## config.mk

```make
export PLATFORM = sky130hd
export DESIGN_NAME = priority_aging_task_scheduler
export DESIGN_NICKNAME = d
export VERILOG_FILES = /design/src/rtl/core/pats_pkg.sv /design/src/rtl/core/pats_cell.sv /design/src/rtl/core/priority_aging_task_scheduler.sv
export SDC_FILE = /design/constraint.sdc
export NUM_CORES = 1
export LEC_CHECK = 0
export BUFFER_PORTS_ARGS = -buffer_cell sky130_fd_sc_hd__buf_2
export CAP_MARGIN = 5
export CELL_PAD_IN_SITES_DETAIL_PLACEMENT = 1
export CELL_PAD_IN_SITES_GLOBAL_PLACEMENT = 1
export CORE_MARGIN = 5
export CORE_UTILIZATION = 30
export CTS_CLUSTER_DIAMETER = 50
export DETAILED_ROUTE_END_ITERATION = 16
export PLACE_DENSITY = 0.62
export SYNTH_ARGS = -nofsm -noshare
export SYNTH_HDL_FRONTEND = slang
export SYNTH_SLANG_ARGS = --single-unit
```

## constraint.sdc

```tcl
create_clock -name i_clk -period 6.8 [get_ports i_clk]
set_input_delay 0.68 -clock i_clk [delete_from_list [all_inputs] [get_ports i_clk]]
set_output_delay 0.68 -clock i_clk [all_outputs]
set_load 0.02 [all_outputs]
```

## src/rtl/core/pats_pkg.sv

```systemverilog
// shared types, constants and helpers for the priority aging task scheduler
`default_nettype none

package pats_pkg;

    localparam int SLOT_W = 4;

    typedef logic signed [5:0] t_stat;
    typedef logic signed [7:0] t_dyn;

    localparam t_dyn  CLAMP_LO  = -8'sd20;
    localparam t_dyn  CLAMP_HI  = 8'sd20;
    localparam t_stat STAT_LO   = -6'sd20;
    localparam t_stat STAT_HI   = 6'sd20;
    localparam t_dyn  DYN_FLOOR = 8'sh80;

    typedef enum logic [1:0] {
        OP_ADD      = 2'd0,
        OP_SET_PRIO = 2'd1,
        OP_REMOVE   = 2'd2,
        OP_PICK     = 2'd3
    } t_opcode;

    typedef enum logic [1:0] {
        ST_IDLE,
        ST_SCAN,
        ST_FINISH
    } t_state;

    typedef enum logic [1:0] {
        CELL_HOLD,
        CELL_TAKE_NEXT,
        CELL_WRITE,
        CELL_SET_STAT
    } t_cell_cmd;

    typedef struct packed {
        t_cell_cmd cmd;
        logic      age;
    } t_cell_ctrl;

    typedef struct packed {
        logic              valid;
        logic [SLOT_W-1:0] slot;
        t_stat             stat;
        t_dyn              dyn;
    } t_entry;

    function automatic t_stat clamp_prio(input t_dyn v);
        t_stat r;
        if (v < CLAMP_LO) begin
            r = STAT_LO;
        end else if (v > CLAMP_HI) begin
            r = STAT_HI;
        end else begin
            r = 6'(v);
        end
        return r;
    endfunction

    function automatic t_dyn widen_stat(input t_stat s);
        return {{2{s[5]}}, s};
    endfunction

endpackage

`default_nettype wire

```

## src/rtl/core/pats_cell.sv

```systemverilog
// one queue cell: holds an entry, takes its neighbour's entry or a broadcast write
`default_nettype none

module pats_cell
    import pats_pkg::*;
(
    input  wire logic              i_clk,
    input  wire logic              i_rst_n,
    input  wire t_cell_ctrl        i_ctrl,
    input  wire t_entry            i_next,
    input  wire t_entry            i_wr,
    input  wire logic [SLOT_W-1:0] i_key,
    input  wire logic              i_after,
    output t_entry                 o_entry,
    output logic                   o_match,
    output logic                   o_after
);

    t_entry r_entry;
    t_entry n_entry;
    t_entry w_sel;

    always_comb begin
        w_sel = r_entry;
        case (i_ctrl.cmd)
            CELL_HOLD:      w_sel = r_entry;
            CELL_TAKE_NEXT: w_sel = i_next;
            CELL_WRITE:     w_sel = i_wr;
            CELL_SET_STAT:  w_sel.stat = i_wr.stat;
            default:        w_sel = r_entry;
        endcase
        n_entry = w_sel;
        if (i_ctrl.age && (w_sel.dyn != DYN_FLOOR)) begin
            n_entry.dyn = w_sel.dyn - 8'sd1;
        end
    end

    always_ff @(posedge i_clk) begin
        if (!i_rst_n) begin
            r_entry <= '0;
        end else begin
            r_entry <= n_entry;
        end
    end

    assign o_entry = r_entry;
    assign o_match = r_entry.valid && (r_entry.slot == i_key);
    assign o_after = i_after | o_match;

endmodule

`default_nettype wire

```

## src/rtl/core/priority_aging_task_scheduler.sv

```systemverilog
// top level: ready queue as a chain of cells, with the pick scan and output register
//
//  channel | direction | handshake                    | payload
//  in      | to block  | i_in_valid / o_in_stall      | i_opcode, i_task_slot, i_priority_value
//  out     | from block| o_out_valid / i_out_stall    | o_picked_task, o_picked_valid, o_op_error
//
// add, set priority, remove and a pick of an empty queue are done from IDLE, without a scan
// a pick rotates the whole chain once past the head cell in ST_SCAN,
// then ST_FINISH ages the others and moves the winner to the tail
// one transaction is in flight at a time; the output register frees the input side
// a stalled output blocks new input transactions; a pick is taken only with the output free
// synchronous active-low reset empties the queue
`default_nettype none

module priority_aging_task_scheduler
    import pats_pkg::*;
#(
    parameter int MAX_TASKS = 16
) (
    input  wire logic              i_clk,
    input  wire logic              i_rst_n,
    input  wire logic              i_in_valid,
    output logic                   o_in_stall,
    input  wire logic [1:0]        i_opcode,
    input  wire logic [SLOT_W-1:0] i_task_slot,
    input  wire logic signed [7:0] i_priority_value,
    output logic                   o_out_valid,
    input  wire logic              i_out_stall,
    output logic [SLOT_W-1:0]      o_picked_task,
    output logic                   o_picked_valid,
    output logic                   o_op_error
);

    localparam int IdxW = $clog2(MAX_TASKS);
    localparam int CntW = $clog2(MAX_TASKS + 1);

    t_state            r_state,     n_state;
    logic [IdxW-1:0]   r_step,      n_step;
    logic [CntW-1:0]   r_count,     n_count;
    logic              r_first_done, n_first_done;
    t_entry            r_best,      n_best;
    logic [IdxW-1:0]   r_best_pos,  n_best_pos;
    logic              r_out_valid, n_out_valid;
    logic [SLOT_W-1:0] r_picked,    n_picked;
    logic              r_pvalid,    n_pvalid;
    logic              r_err,       n_err;

    t_entry            w_entry [MAX_TASKS];
    t_cell_ctrl        w_ctrl  [MAX_TASKS];
    logic [MAX_TASKS-1:0] w_match;
    logic [MAX_TASKS:0]   w_after;
    t_entry            w_wr;
    t_entry            w_wrap;
    t_entry            w_head;
    t_dyn              w_head_dyn;
    logic              w_can_load;
    logic              w_accept;
    logic              w_any_match;
    logic              w_full;
    t_opcode           w_op;

    assign w_after[0] = 1'b0;

    for (genvar g = 0; g < MAX_TASKS; g++) begin : g_cell
        t_entry w_next;
        if (g == MAX_TASKS - 1) begin : g_last
            assign w_next = w_wrap;
        end else begin : g_mid
            assign w_next = w_entry[g+1];
        end
        pats_cell u_cell (
            .i_clk   (i_clk),
            .i_rst_n (i_rst_n),
            .i_ctrl  (w_ctrl[g]),
            .i_next  (w_next),
            .i_wr    (w_wr),
            .i_key   (i_task_slot),
            .i_after (w_after[g]),
            .o_entry (w_entry[g]),
            .o_match (w_match[g]),
            .o_after (w_after[g+1])
        );
    end

    assign w_can_load  = !r_out_valid || !i_out_stall;
    assign o_in_stall  = !((r_state == ST_IDLE) && w_can_load);
    assign w_accept    = i_in_valid && !o_in_stall;
    assign w_any_match = |w_match;
    assign w_full      = (r_count == CntW'(MAX_TASKS));
    assign w_op        = t_opcode'(i_opcode);
    assign w_head      = w_entry[0];
    assign w_head_dyn  = ((r_step != '0) && !r_first_done) ? widen_stat(w_head.stat)
                                                           : w_head.dyn;

    always_comb begin
        n_state      = r_state;
        n_step       = r_step;
        n_count      = r_count;
        n_first_done = r_first_done;
        n_best       = r_best;
        n_best_pos   = r_best_pos;
        n_out_valid  = r_out_valid && i_out_stall;
        n_picked     = r_picked;
        n_pvalid     = r_pvalid;
        n_err        = r_err;
        w_wr         = '0;
        w_wrap       = '0;
        for (int i = 0; i < MAX_TASKS; i++) begin
            w_ctrl[i] = '{cmd: CELL_HOLD, age: 1'b0};
        end

        case (r_state)
            ST_IDLE: begin
                if (w_accept) begin
                    n_out_valid = 1'b1;
                    n_picked    = '0;
                    n_pvalid    = 1'b0;
                    n_err       = 1'b0;
                    case (w_op)
                        OP_ADD: begin
                            if (w_full || w_any_match) begin
                                n_err = 1'b1;
                            end else begin
                                w_wr    = '{valid: 1'b1, slot: i_task_slot,
                                            stat: '0, dyn: '0};
                                n_count = r_count + 1'b1;
                                for (int i = 0; i < MAX_TASKS; i++) begin
                                    if (CntW'(i) == r_count) begin
                                        w_ctrl[i].cmd = CELL_WRITE;
                                    end
                                end
                            end
                        end
                        OP_SET_PRIO: begin
                            w_wr.stat = clamp_prio(i_priority_value);
                            for (int i = 0; i < MAX_TASKS; i++) begin
                                if (w_match[i]) begin
                                    w_ctrl[i].cmd = CELL_SET_STAT;
                                end
                            end
                        end
                        OP_REMOVE: begin
                            if (!w_any_match) begin
                                n_err = 1'b1;
                            end else begin
                                n_count = r_count - 1'b1;
                                for (int i = 0; i < MAX_TASKS; i++) begin
                                    if (w_after[i+1]) begin
                                        w_ctrl[i].cmd = CELL_TAKE_NEXT;
                                    end
                                end
                            end
                        end
                        OP_PICK: begin
                            if (r_count != '0) begin
                                n_out_valid = r_out_valid && i_out_stall;
                                n_picked    = r_picked;
                                n_step      = '0;
                                n_state     = ST_SCAN;
                            end
                        end
                        default: begin
                            n_err = 1'b0;
                        end
                    endcase
                end
            end
            ST_SCAN: begin
                w_wrap     = w_head;
                w_wrap.dyn = w_head_dyn;
                for (int i = 0; i < MAX_TASKS; i++) begin
                    w_ctrl[i].cmd = CELL_TAKE_NEXT;
                end
                if (w_head.valid && ((r_step == '0) || (w_head_dyn < r_best.dyn))) begin
                    n_best     = w_head;
                    n_best.dyn = w_head_dyn;
                    n_best_pos = r_step;
                end
                n_step = r_step + 1'b1;
                if (r_step == IdxW'(MAX_TASKS - 1)) begin
                    n_state = ST_FINISH;
                end
            end
            ST_FINISH: begin
                if (w_can_load) begin
                    w_wr     = '{valid: 1'b1, slot: r_best.slot, stat: r_best.stat,
                                 dyn: widen_stat(r_best.stat)};
                    for (int i = 0; i < MAX_TASKS; i++) begin
                        if (CntW'(i + 1) == r_count) begin
                            w_ctrl[i] = '{cmd: CELL_WRITE, age: 1'b0};
                        end else if (CntW'(i) < r_count) begin
                            if (IdxW'(i) >= r_best_pos) begin
                                w_ctrl[i] = '{cmd: CELL_TAKE_NEXT, age: 1'b1};
                            end else begin
                                w_ctrl[i] = '{cmd: CELL_HOLD, age: 1'b1};
                            end
                        end
                    end
                    n_first_done = 1'b1;
                    n_out_valid  = 1'b1;
                    n_picked     = r_best.slot;
                    n_pvalid     = 1'b1;
                    n_err        = 1'b0;
                    n_state      = ST_IDLE;
                end
            end
            default: begin
                n_state = ST_IDLE;
            end
        endcase
    end

    always_ff @(posedge i_clk) begin
        if (!i_rst_n) begin
            r_state      <= ST_IDLE;
            r_step       <= '0;
            r_count      <= '0;
            r_first_done <= 1'b0;
            r_out_valid  <= 1'b0;
        end else begin
            r_state      <= n_state;
            r_step       <= n_step;
            r_count      <= n_count;
            r_first_done <= n_first_done;
            r_out_valid  <= n_out_valid;
        end
    end

    always_ff @(posedge i_clk) begin
        r_best     <= n_best;
        r_best_pos <= n_best_pos;
        r_picked   <= n_picked;
        r_pvalid   <= n_pvalid;
        r_err      <= n_err;
    end

    assign o_out_valid    = r_out_valid;
    assign o_picked_task  = r_picked;
    assign o_picked_valid = r_pvalid;
    assign o_op_error     = r_err;

`ifndef SYNTH
    a_count_bound: assert property (@(posedge i_clk) disable iff (!i_rst_n)
        r_count <= CntW'(MAX_TASKS))
        else $error("queue count beyond capacity");

    a_head_matches_count: assert property (@(posedge i_clk) disable iff (!i_rst_n)
        (r_state == ST_IDLE) |-> (w_entry[0].valid == (r_count != '0)))
        else $error("head cell occupancy disagrees with count");

    a_full_rotation: assert property (@(posedge i_clk) disable iff (!i_rst_n)
        (r_state == ST_FINISH && $past(r_state) == ST_SCAN)
            |-> ($past(r_step) == IdxW'(MAX_TASKS - 1)))
        else $error("scan left before a full rotation");

    a_pick_no_error: assert property (@(posedge i_clk) disable iff (!i_rst_n)
        (o_out_valid && o_picked_valid) |-> !o_op_error)
        else $error("successful pick flagged as error");
`endif

endmodule

`default_nettype wire
```

# Word level (Yosys, flattened, before mapping)
# Index checks and enable logic that the tools add are counted.
totals:
  memories: 0
  romBits: 0
  latchBits: 0
  ramBits: 0
  reg_bits: 345
op_classes:
  muxes: 300
  magnitude_cmp: 35
  n_addsub: 19
  eq_ne: 111
  bitwise_logic: 15
  n_div: 0
  reduce_logical: 109
  shift: 0
  multipliers: 0
op_table:
  columns: ["op", "n"]
  rows:
  - ["$pmux 8 s2", 16]
  - ["$pmux 6 s2", 17]
  - ["$mux 2", 100]
  - ["$pmux 2 s3", 33]
  - ["$pmux 5 s2", 17]
  - ["$mux 8", 18]
  - ["$ne 8x8->1 const B", 16]
  - ["$sub 8x2->8 const B", 16]
  - ["$mux 19", 4]
  - ["$eq 2x2->1 const B", 35]
  - ["$eq 4x4->1", 16]
  - ["$mux 1", 58]
  - ["$mux 3", 17]
  - ["$mux 48", 1]
  - ["$eq 4x5->1 const A", 8]
  - ["$lt 4x5->1 const A", 8]
  - ["$pmux 19 s2", 1]
  - ["$reduce_bool 2->1", 19]
  - ["$logic_and 1x1->1", 37]
  - ["$eq 2x1->1 const B", 18]
  - ["$logic_not 2->1", 18]
  - ["$ge 4x4->1 const A", 8]
  - ["$reduce_or 2->1", 16]
  - ["$mux 4", 7]
  - ["other kinds (37)", 85]

# Longest topological paths before layout
# Gate-level depths: netlist of the first run.
depth:
  ltp_word: 27
  mapped_depth: 25
  mapped_depth_nobuf: 20

# By module
# Synthesis of the first run repeated with hierarchy kept, for this count alone.
hier_totals:
  cells_unflattened: 2826
  hier_area_um2: 23669.0
modules_own_cells:
  columns: ["module", "area_each_um2", "cells_per_inst", "seq_area_each_um2", "n_inst"]
  rows:
  - ["pats_cell at g_cell[0].u_cell ...", 1276.2, 151, 380.4, 15]
  - ["priority_aging_task_scheduler", 3265.6, 409, 1101.1, 1]
  - ["pats_cell at g_cell[4].u_cell", 1260.0, 152, 380.4, 1]

# Worst setup path before layout of the first run
# Ideal clock, no wire load.
synth_timing:
  path_type: "input to register"
  startpoint: "input port i_task_slot[1]"
  endpoint: "register g_cell[13].u_cell.r_entry (netlist bit g_cell[13].u_cell.o_entry[1])"
  required_ns: 6.735
  path_stages: 23
  arrival_time_ns: 5.196
  n_path_buf: 6
  setup_time_ns: 0.065
  path_slack_ns: 1.539
  path_cell_list: "buf_4 > buf_6 > xnor2_1 > and3_1 > nor4_1 > and4_1 > and2_1 > buf_4 > a32o_1 > a22oi_1 > ha_1 > clkbuf_1 > clkbuf_1 > inv_1 > a221o_1 > o21ai_0 > ha_1 > nand2_1 > or3_1 > clkbuf_1 > nand2_1 > mux2_2 > nor2_1"
synth_between:
  elab_chain_cells: 25
  elab_cells_between_ends: 61
  classes_between: "add/sub (1); eq/ne (19); mux (9); bitwise (13); reduce/logical (19)"
synth_rtl:
  columns: ["item", "line", "rtl"]
  rows:
  - ["start, declared", "priority_aging_task_scheduler.sv:25", "input wire logic [SLOT_W-1:0] i_task_slot,"]
  - ["$eq 4x4->1", "pats_cell.sv:47", "assign o_match = r_entry.valid && (r_entry.slot == i_key);"]
  - ["$logic_and 1x1->1", "pats_cell.sv:47", null]
  - ["$or 1x1->1 (13 in series)", "pats_cell.sv:48", "assign o_after = i_after | o_match;"]
  - ["$mux 1", "priority_aging_task_scheduler.sv:148", "if (w_after[i+1]) begin"]
  - ["$mux 1", "priority_aging_task_scheduler.sv:143", "if (!w_any_match) begin"]
  - ["$pmux 2 s3 *", "priority_aging_task_scheduler.sv:119", "case (w_op)"]
  - ["$mux 2 *", "priority_aging_task_scheduler.sv:114", "if (w_accept) begin"]
  - ["$pmux 2 s3 *", "priority_aging_task_scheduler.sv:112", "case (r_state)"]
  - ["$eq 2x2->1 / $eq 2x1->1 (equally long branches)", "pats_cell.sv:25", "case (i_ctrl.cmd)"]
  - ["$pmux 8 s2 *", "pats_cell.sv:25", null]
  - ["branches (longest 2 deep; another with $sub 8x2->8)", null, null]
  - ["$mux 8 *", "pats_cell.sv:33", "if (i_ctrl.age && (w_sel.dyn != DYN_FLOOR)) begin"]
  - ["end signal, assigned", "pats_cell.sv:42", "r_entry <= n_entry;"]
  - ["end, declared", "pats_cell.sv:19", "t_entry r_entry;"]
# Every way passes the cells marked *.
# A chain may end at the register's enable or synchronous reset.

# Worst setup path in the final report of the first run
layout_timing:
  startpoint: "register r_count[1]"
  endpoint: "register g_cell[14].u_cell.r_entry (netlist bit g_cell[14].u_cell.o_entry[1])"
layout_between:
  elab_chain_cells: 11
  elab_cells_between_ends: 21
  classes_between: "add/sub (1); order compare (1); eq/ne (6); mux (11); reduce/logical (2)"
layout_rtl:
  columns: ["item", "line", "rtl"]
  rows:
  - ["start, declared", "priority_aging_task_scheduler.sv:39", "logic [CntW-1:0] r_count, n_count;"]
  - ["start signal, assigned", "priority_aging_task_scheduler.sv:223", "r_count <= n_count;"]
  - ["branches (longest 10 deep; another with $sub 8x2->8)", null, null]
  - ["$mux 8 *", "pats_cell.sv:33", null]
  - ["end signal, assigned", "pats_cell.sv:42", null]
  - ["end, declared", "pats_cell.sv:19", null]
# Marked as above.

==> results of run 1 <==
## kinds of logic (layout without fill, tap and decap cells)
family / after synthesis / after routing
XOR/XNOR: 143 / 143
AND/OR/NAND/NOR: 1057 / 1057
AO/OA/AOI/OAI: 781 / 781
flip-flops: 345 / 345
adder cells (fa/ha/maj): 110 / 110
multiplexers: 31 / 31
buffers and inverters: 291 / 257
## tightest hold or removal path, stage by stage
cell and delay (ns):
buf_2 0.12, nand2_2 0.11, a31oi_1 0.09
## area by class of cell
cell class / count / area [sq um]
Clock buffer: 63 / 1390
Clock inverter: 33 / 425
Fill cell: 8591 / 47200
Inverter: 77 / 297
Multi-Input combinational cell: 2122 / 13100
Sequential cell: 345 / 7190
Tap cell: 950 / 1190
Timing Repair Buffer: 84 / 568
## cells in the mapped netlist, types with 21 or more instances
library cell / count
o21ai_0: 144
a221o_1: 27
nand4_1: 76
xor2_1: 72
a31o_2: 38
dfxtp_1: 317
clkbuf_1: 173
nand2_1: 200
a21oi_1: 187
inv_1: 75
a31oi_1: 119
a21o_1: 37
nand3_1: 56
edfxtp_1: 28
nor2_1: 439
ha_1: 110
and2_1: 31
nor4_1: 34
nor3b_1: 47
xnor2_1: 71
nand2b_1: 21
a211oi_1: 98
and3_1: 33
nor3_1: 51
## metal layers
metal	vias up	routed length, microns	track usage, %
met1	10200	35800	26.0
li1	9764	-	-
met4	10	2230	5.67
met2	514	37300	33.4
met5	-	66	0
met3	136	4310	3.45
## through the flow
stage	cell area (sq um)	cells	hold WS, ns	util, %
CTS	24200	3674	0.432	33.9
floorplan	21500	2758	0.445	-
global placement	22400	3578	0.471	31.3
finish	24200	3674	0.466	33.9
global route	24200	3674	0.458	33.9
detailed placement	22400	3578	0.474	31.3
## power by group
group / switching [uW] / internal [uW]
logic: 319 / 147
clock network: 1070 / 1780
registers: 27.0 / 2080
total: 1420 / 4000
## state kept, by name (all words and copies together), names as in the netlist
| name | count |
|---|---|
| r_first_done | 1 |
| r_state | 2 |
| o_out_valid | 1 |
| o_picked_task | 4 |
| o_op_error | 1 |
| r_best_pos | 4 |
| r_best | 18 |
| g_cell.u_cell.o_entry | 304 |
| o_picked_valid | 1 |
| r_count | 5 |
| r_step | 4 |
## worst min path at each step
| stage | startpoint | endpoint |
|---|---|---|
| floorplan | g_cell[0].u_cell.o_entry[13]$_SDFFE_PN0P_ | r_best[13]$_DFFE_PP_ |
| global placement | g_cell[6].u_cell.o_entry[11]$_SDFFE_PN0P_ | g_cell[6].u_cell.o_entry[11]$_SDFFE_PN0P_ |
| detailed placement | g_cell[10].u_cell.o_entry[18]$_SDFFE_PN0N_ | g_cell[10].u_cell.o_entry[18]$_SDFFE_PN0N_ |
| CTS | i_out_stall | o_out_valid$_SDFF_PN0_ |
| global route | i_out_stall | o_out_valid$_SDFF_PN0_ |
| finish | i_out_stall | o_out_valid$_SDFF_PN0_ |
==> results.py, run 1 <==
metrics = {
    "critical_path": {
        "required_ns": 7.32,
        "path_delay_family": "simple AND/OR/NAND/NOR gates",
        "ff2ff_path_depth": 18,
        "crit_path_start": "r_count[1]$_SDFFE_PN0P_",
        "cp.arrival_ns": 6.60,
        "start_kind": "register",
        "cp_max_fo": 15,
        "cpMaxStageDelayCell": "or4b_2",
        "critPathMaxStageDelay_ns": 0.69,
        "r2r_slack_ns": 0.72,
        "critPathCapture": "g_cell[14].u_cell.o_entry[1]$_SDFF_PN0_",
        "crit_type": "reg -> reg",
        "crit_buf_inv": 2,
        "worst_setup_path_end_kind": "register",
        "crit_chain": "inv_1 > ha_1 > nand2_1 > o21bai_1 > nor4_1 > and2_1 > a32o_1 > a21boi_0 > ha_1 > buf_4 > nor2_1 > a31o_2 > ha_1 > nor2b_1 > or4b_2 > nand2_1 > mux2_2 > nor2_1",
        "crit_top_cell": "ha_1",
        "worst_r2r_endpoint": "g_cell[14].u_cell.o_entry[1]$_SDFF_PN0_",
        "rr_startpoint": "r_count[1]$_SDFFE_PN0P_",
        "worst-path-stages": 18,
    },
    "layout": {
        "fin_nets": 2810,
        "antennaDiodeCount": 0,
        "syn_to_final_growth_pct": 12.4,
        "drive_gt1_share_pct": 9.95,
        "layout_commonest_cell": "nor2_1",
        "layout_common_cells": "438 x nor2_1, 317 x dfxtp_1, 199 x nand2_1",
    },
    "floorplanning": {
        "start_util_pct": 30.1,
        "fp-row-count": 98,
        "die_h_microns": 278,
        "coreArea_sq_um": 71400,
        "dieArea_sq_um": 77200,
        "die_x_microns": 278,
        "ios": 26,
    },
    "power": {
        "peakVddDrop_mv": 0.172,
        "power.leakage_uw": 0.00882,
        "power.density_nw_per_um2": 224,
        "total_power_uw": 5420,
    },
    "timing": {
        "report.final.setup_viol": 0,
        "maxSlewViolCount": 0,
        "fmax_ghz": 0.164,
        "period_minus_slack_ns": 6.08,
        "worst_slack_ns": 0.719,
        "tightest_slew_ns": 1.34,
        "final.setup.tns_ns": 0,
        "fin_worst_skew_ns": 0.0191,
        "rsz0062_at_grt": "false",
        "finalHoldViolCount": 0,
        "min_period_over_period_pct": 89.4,
        "relSlewSlack_pct": 10.8,
    },
    "logic_synthesis": {
        "syn_area_per_cell_sq_um": 7.80,
        "synth_edf_count": 28,
        "synth.top_cell.area_share_pct": 29.5,
        "synthAdderAreaFrac_pct": 6.40,
        "ys_seq_area_share_pct": 33.4,
        "syn-num-nets": 2886,
        "synth_ff_type": "dfxtp_1",
        "yosys.area_share.xor_xnor_pct": 5.82,
        "ys_types": 83,
        "yosys.area_share.simple_pct": 23.3,
        "synth_top_family_by_area": "compound AO/OA/AOI/OAI gates",
        "synth_mux_area_share_pct": 1.54,
        "syn_inst": 2758,
        "synthTopCellsByArea": "dfxtp_1 30%, nor2_1 7.7%, ha_1 6.4%",
        "synth_area_leader_cell": "dfxtp_1",
        "synthArstFlopShare_pct": 0,
        "syn-cell-area_sq_um": 21500,
        "synth_compound_area_share_pct": 23.9,
        "ys_seq_elements": 345,
        "ys.warnings.count": 0,
    },
    "routing": {
        "vias": 20600,
        "drcViolationCount": 0,
        "post_drt_via_cell_ratio": 5.61,
        "drtPass1Iterations": 5,
        "detail_route.iter0.violations": 1454,
        "ant_nets": 0,
        "drt_wl_total_microns": 79700,
        "routedWlPerCell_microns": 21.7,
    },
    "global_routing": {
        "grt_usage_pct": 19.8,
        "grt_pass1_wl_microns": 123000,
        "globalRoute.totalOverflow": 0,
        "first_global_vias": 21100,
        "antenna_found_initial": 5,
        "grt_max_degree": 160,
    },
    "clocking": {
        "cts_resized": 0,
        "clk_pin_slew_worst_paths_ns": 0.06,
        "root_buffer": "clkbuf_16",
        "post_cts_buffers": 0,
        "cts_sinks": 345,
        "h-tree-depth": 2,
        "clock_latency_ns": 0.59,
        "clock_path_buffers": 3,
        "cts_tree": "done",
        "cts_buffers": 52,
        "postCtsHoldBufs": 0,
    },
    "placed_design": {
        "preCtsSetupSlack_ns": 0.428,
        "dp_hpwl_microns": 56800,
        "routabilityCongestion": 0.958,
        "port_buffers": 25,
    },
    "status": {
        "status": "complete, no violations",
    },
    "run": {
        "drv_cap": 0,
    },
    "worst_hold_path": {
        "worstHoldPathCells": 3,
        "hp-class": "in -> reg",
    },
}
Note: power is estimated with default switching activity, not from simulation.
==> run 2, diff against run 1 <==
- CORE_UTILIZATION: 30 -> 42
- CTS_CLUSTER_DIAMETER: 50 -> unset
- PLACE_DENSITY: 0.62 -> 0.8
==> run 2 against run 1 <==
  * Non-clock buffer count down 6
  * Fmax up 0.73%
  * Clock-buffer cell count up 2
  * Critical path depth down 1
  * Global-route usage up 6.2 points
  * Hold slack better by 0.025 ns
  * Clock power down 16%
  * Power down 8.4%
  * Sequential power about the same
  * First-iteration DRC count up 17%
  * Combinational power about the same
  * Wire length down 4.6%
==> results.py, run 2 (synthesis results as in run 1) <==
metrics = {
    "layout": {
        "drive_gt1_share_pct": 8.89,
        "syn_to_final_growth_pct": 8.90,
        "layout_common_cells": "439 x nor2_1, 317 x dfxtp_1, 199 x nand2_1",
        "layout_commonest_cell": "nor2_1",
        "finalNonFillerCells": 3381,
        "largest_reg_flops": 304,
        "fin_nets": 2794,
    },
    "critical_path": {
        "ff2ff_path_depth": 17,
        "worst_setup_path_end_kind": "register",
        "rr_startpoint": "r_count[1]$_SDFFE_PN0P_",
        "crit_path_start": "r_count[1]$_SDFFE_PN0P_",
        "path_delay_family": "simple AND/OR/NAND/NOR gates",
        "cpMaxStageDelayCell": "ha_1",
        "cp.arrival_ns": 6.53,
        "cp_max_fo": 16,
        "required_ns": 7.29,
        "worst_r2r_endpoint": "g_cell[4].u_cell.o_entry[1]$_SDFF_PN0_",
        "worst-path-stages": 17,
        "critPathCapture": "g_cell[4].u_cell.o_entry[1]$_SDFF_PN0_",
        "crit_chain": "inv_1 > ha_1 > nand2_1 > o21bai_1 > nor4_1 > and2_1 > a32o_1 > a22oi_1 > ha_1 > inv_1 > a221o_1 > o21ai_0 > ha_1 > nor4b_2 > nand2b_1 > mux2_2 > nor2_1",
        "r2r_slack_ns": 0.76,
        "start_kind": "register",
        "crit_buf_inv": 2,
        "critPathMaxStageDelay_ns": 0.61,
        "crit_top_cell": "ha_1",
        "crit_type": "reg -> reg",
    },
    "clocking": {
        "cts_buffers": 42,
        "cts_tree": "done",
        "clock_path_buffers": 3,
        "root_buffer": "clkbuf_16",
        "clk_pin_slew_worst_paths_ns": 0.06,
        "postCtsHoldBufs": 0,
        "cts_resized": 0,
        "clock_latency_ns": 0.57,
        "post_cts_buffers": 0,
        "h-tree-depth": 2,
        "cts_sinks": 345,
    },
    "placed_design": {
        "port_buffers": 25,
        "dp_hpwl_microns": 53600,
        "routabilityCongestion": 0.943,
        "dp_cells": 3301,
    },
    "timing": {
        "final.setup.tns_ns": 0,
        "rsz0062_at_grt": "false",
        "report.final.setup_viol": 0,
        "finalHoldViolCount": 0,
        "relSlewSlack_pct": 13.3,
        "fin_worst_skew_ns": 0.0133,
        "period_minus_slack_ns": 6.04,
        "min_period_over_period_pct": 88.8,
        "maxSlewViolCount": 0,
        "fmax_ghz": 0.166,
        "tightest_slew_ns": 1.30,
    },
    "routing": {
        "drt_wl_total_microns": 76000,
        "routedWlPerCell_microns": 22.5,
        "ant_nets": 0,
        "vias": 21000,
        "drtPass1Iterations": 6,
        "detail_route.iter0.violations": 1695,
        "drcViolationCount": 0,
        "post_drt_via_cell_ratio": 6.22,
    },
    "global_routing": {
        "first_global_vias": 21700,
        "globalRoute.totalOverflow": 0,
        "grt_usage_pct": 25.9,
        "antenna_found_initial": 2,
        "grt_pass1_wl_microns": 119000,
        "grt_max_degree": 139,
    },
    "power": {
        "peakVddDrop_mv": 0.159,
        "power.density_nw_per_um2": 212,
        "power.leakage_uw": 0.00862,
    },
    "floorplanning": {
        "ios": 26,
        "die_h_microns": 236,
        "dieArea_sq_um": 55800,
        "die_x_microns": 236,
        "coreArea_sq_um": 51000,
        "start_util_pct": 42.2,
        "fp-row-count": 83,
    },
    "status": {
        "status": "complete, no violations",
    },
    "run": {
        "drv_cap": 0,
    },
    "worst_hold_path": {
        "hp-class": "reg -> reg",
    },
}
-- run 2: cell count changes in the layout (fill, tap and decap cells not counted), sizes merged, moves of 2 or more --
cell | before | now
inv | 83 | 77
clkinv | 15 | 8
bufinv | 8 | 4
buf | 84 | 78
clkinvlp | 4 | 1
clkbuf | 63 | 65
-- run 2: worst min path at each step --
stage | startpoint | to | slack, ns | cells past startpoint
4_1_cts | g_cell[7].u_cell.o_entry[8]$_SDFFE_PN0P_ | g_cell[7].u_cell.o_entry[8]$_SDFFE_PN0P_ | 0.49 | 2
3_5_place_dp | g_cell[7].u_cell.o_entry[8]$_SDFFE_PN0P_ | g_cell[7].u_cell.o_entry[8]$_SDFFE_PN0P_ | 0.48 | 2
3_3_place_gp | g_cell[5].u_cell.o_entry[8]$_SDFFE_PN0P_ | g_cell[5].u_cell.o_entry[8]$_SDFFE_PN0P_ | 0.47 | 2
5_1_grt | g_cell[11].u_cell.o_entry[18]$_SDFFE_PN0N_ | g_cell[11].u_cell.o_entry[18]$_SDFFE_PN0N_ | 0.52 | 2
2_1_floorplan | g_cell[0].u_cell.o_entry[13]$_SDFFE_PN0P_ | r_best[13]$_DFFE_PP_ | 0.45 | 0
6_report | g_cell[6].u_cell.o_entry[13]$_SDFFE_PN0P_ | g_cell[6].u_cell.o_entry[13]$_SDFFE_PN0P_ | 0.49 | 2
-- run 2: stage by stage --
stage | power [uW] | worst slack (ns) | hold WS (ns) | util (%) | instance area, sq um
floorplan | 2470 | 1.54 | 0.445 | - | 21500
global placement | 2580 | 0.642 | 0.469 | 43.1 | 22000
detailed placement | 2600 | 0.449 | 0.478 | 43.1 | 22000
CTS | 4990 | 0.912 | 0.493 | 45.9 | 23400
global route | 5140 | 0.386 | 0.523 | 45.9 | 23400
finish | 4970 | 0.763 | 0.491 | 45.9 | 23400
-- run 2: layer usage --
layer | up-vias | GRT usage (%) | wire [microns]
met5 | - | 0 | 13
met2 | 626 | 44.6 | 36100
met4 | 2 | 10.7 | 3140
met3 | 203 | 4.01 | 4420
met1 | 10500 | 32.4 | 32300
li1 | 9717 | - | -
-- run 2: worst reg2reg max path: stages (launching register included) --
cell and delay, ns:
dfxtp_1 0.58, inv_1 0.31, ha_1 0.42, nand2_1 0.17, o21bai_1 0.09, nor4_1 0.45
and2_1 0.56, a32o_1 0.45, a22oi_1 0.17, ha_1 0.61, inv_1 0.12, a221o_1 0.28
o21ai_0 0.24, ha_1 0.31, nor4b_2 0.52, nand2b_1 0.23, mux2_2 0.35, nor2_1 0.10
-- run 2: cell type report --
type                       count  area (sq um)
tap                          680           851
fill                        6207         27600
multi-input combinational   2122         13100
sequential                   345          7190
clock inverter                13           168
timing repair buffer          78           520
antenna                        1          2.50
inverter                      77           297
clock buffer                  65          1290
-- run 2: where the power goes --
part	switching, uW	internal (uW)
Sequential	26.6	2080
Clock	941	1460
Combinational	318	146
==> run 3, diff against run 2 <==
- CTS_BUF_LIST: unset -> sky130_fd_sc_hd__clkbuf_8
==> run 3 against run 2 <==
  * First-iteration DRC count is 0.71% lower
  * Clock-buffer cell count increased by 17
  * Register-to-register slack about the same
  * Hold slack worse by 0.062 ns
  * Non-clock buffer count did not move
  * Sequential power about the same
  * Highest routed layer unchanged
  * Clock power fell by 17%
  * Worst setup slack worse by 0.0041 ns
  * Largest power group is now registers
  * Power is 8.1% lower
  * Die area did not move
  * Global-route usage is 0.084 points lower
==> results.py, run 3 (synthesis results as in run 1) <==
metrics = {
    "clocking": {
        "clk_pin_slew_worst_paths_ns": 0.07,
        "postCtsHoldBufs": 0,
        "clock_path_buffers": 3,
        "h-tree-depth": 2,
        "post_cts_buffers": 0,
        "cts_tree": "done",
        "clock_latency_ns": 0.68,
        "cts_sinks": 345,
        "cts_buffers": 61,
        "cts_resized": 0,
        "root_buffer": "clkbuf_8",
    },
    "power": {
        "power.leakage_uw": 0.00862,
        "seqPwrFrac_pct": 46.1,
        "p_comb_share_pct": 10.1,
        "power.switching_uw": 1280,
        "internal_power_uw": 3290,
        "netSwitchingFraction_pct": 27.9,
        "power.density_nw_per_um2": 197,
        "p_clk_share_pct": 43.8,
        "peakVddDrop_mv": 0.152,
    },
    "routing": {
        "drt_wl_total_microns": 76000,
        "drcViolationCount": 0,
        "drtPass1Iterations": 6,
        "routedWlPerCell_microns": 22.2,
        "vias": 21100,
        "ant_nets": 0,
        "post_drt_via_cell_ratio": 6.19,
        "detail_route.iter0.violations": 1683,
    },
    "layout": {
        "fin_nets": 2813,
        "fin_area_sq_um": 23200,
        "drive_gt1_share_pct": 9.66,
        "layout_common_cells": "439 x nor2_1, 317 x dfxtp_1, 199 x nand2_1",
        "regArea_sq_um": 7190,
        "nFillCells": 6229,
        "largest_reg_flops": 304,
        "syn_to_final_growth_pct": 7.97,
        "multi_input_comb_area_sq_um": 13100,
        "layout_commonest_cell": "nor2_1",
    },
    "placed_design": {
        "routabilityCongestion": 0.943,
        "dp_hpwl_microns": 53600,
        "dpl_cell_area_sq_um": 22000,
        "preCtsSetupSlack_ns": 0.449,
        "port_buffers": 25,
    },
    "timing": {
        "final.setup.tns_ns": 0,
        "maxSlewViolCount": 0,
        "relSlewSlack_pct": 12.1,
        "period_minus_slack_ns": 6.04,
        "finalHoldViolCount": 0,
        "fin_worst_skew_ns": 0.0304,
        "fmax_ghz": 0.166,
        "min_period_over_period_pct": 88.8,
        "rsz0062_at_grt": "false",
        "worst_slack_ns": 0.759,
        "report.final.setup_viol": 0,
        "tightest_slew_ns": 1.32,
    },
    "floorplanning": {
        "ios": 26,
        "die_h_microns": 236,
        "die_x_microns": 236,
        "fp-row-count": 83,
        "dieArea_sq_um": 55800,
        "coreArea_sq_um": 51000,
        "start_util_pct": 42.2,
    },
    "critical_path": {
        "crit_type": "reg -> reg",
        "ff2ff_path_depth": 17,
        "worst_setup_path_end_kind": "register",
        "cp.arrival_ns": 6.63,
        "required_ns": 7.39,
        "start_kind": "register",
        "cp_max_fo": 16,
    },
    "global_routing": {
        "grt_pass1_wl_microns": 119000,
        "grt_usage_pct": 25.8,
        "antenna_found_initial": 3,
        "grt_max_degree": 139,
        "globalRoute.totalOverflow": 0,
        "first_global_vias": 21800,
    },
    "worst_hold_path": {
        "hp-class": "in -> reg",
        "worstHoldPathCells": 4,
    },
    "run": {
        "drv_cap": 0,
    },
    "status": {
        "status": "complete, no violations",
    },
}
-- run 3: cell types whose count changed in the layout (fill, tap and decap cells not counted), sizes merged --
cell,previous run,this run
inv,77,99
buf,78,77
bufinv,4,0
clkinv,8,5
clkbuf,65,83
diode,1,2
-- run 3: stage by stage --
step / total power (uW) / std cells / util, % / hold WS [ns]
3_3_place_gp: 2580 / 3301 / 43.1 / 0.469
3_5_place_dp: 2600 / 3301 / 43.1 / 0.478
2_1_floorplan: 2470 / 2758 / - / 0.445
6_report: 4570 / 3414 / 45.6 / 0.429
5_1_grt: 4740 / 3414 / 45.6 / 0.435
4_1_cts: 4600 / 3411 / 45.5 / 0.382
-- run 3: area by class of cell --
class                           count  area share, %
Tap cell                          680           3.66
Clock buffer                       82           4.86
Sequential cell                   345           30.9
Timing Repair Buffer               78           2.25
Inverter                           77           1.28
Multi-Input combinational cell   2122           56.4
Antenna cell                        2         0.0215
Clock inverter                     28          0.539
-- run 3: power groups by stage --
stage | registers [uW] | clock network, uW | logic, uW
after floorplan | 2140 | 0 | 332
after global placement | 2150 | 0 | 429
after detailed placement | 2150 | 0 | 451
after CTS | 2100 | 2040 | 455
after global routing | 2110 | 2140 | 504
final | 2100 | 2000 | 463
-- run 3: worst paths after layout --
path / start / end / slack [ns]
max: r_count[1]$_SDFFE_PN0P_ / g_cell[4].u_cell.o_entry[1]$_SDFF_PN0_ / 0.76
min: i_out_stall / r_first_done$_SDFFE_PN0P_ / 0.43
max reg2reg: r_count[1]$_SDFFE_PN0P_ / g_cell[4].u_cell.o_entry[1]$_SDFF_PN0_ / 0.76
min reg2reg: g_cell[6].u_cell.o_entry[13]$_SDFFE_PN0P_ / g_cell[6].u_cell.o_entry[13]$_SDFFE_PN0P_ / 0.49
-- run 3: routing by layer --
metal	vias to the layer above	share of wire, %	global-route usage, %
li1	9791	-	-
met1	10400	42	32.4
met3	220	6.2	4.30
met2	681	47	44.2
met4	2	4.3	10.6
met5	-	0.017	0
-- run 3: critical path, cell delays in order (launching register included) --
cell      delay [ns]
dfxtp_1         0.57
inv_1           0.29
ha_1            0.42
nand2_1         0.18
o21bai_1        0.09
nor4_1          0.44
and2_1          0.56
a32o_1          0.45
a22oi_1         0.17
ha_1            0.61
inv_1           0.12
a221o_1         0.28
o21ai_0         0.25
ha_1            0.31
nor4b_2         0.52
nand2b_1        0.23
mux2_2          0.35
nor2_1          0.10
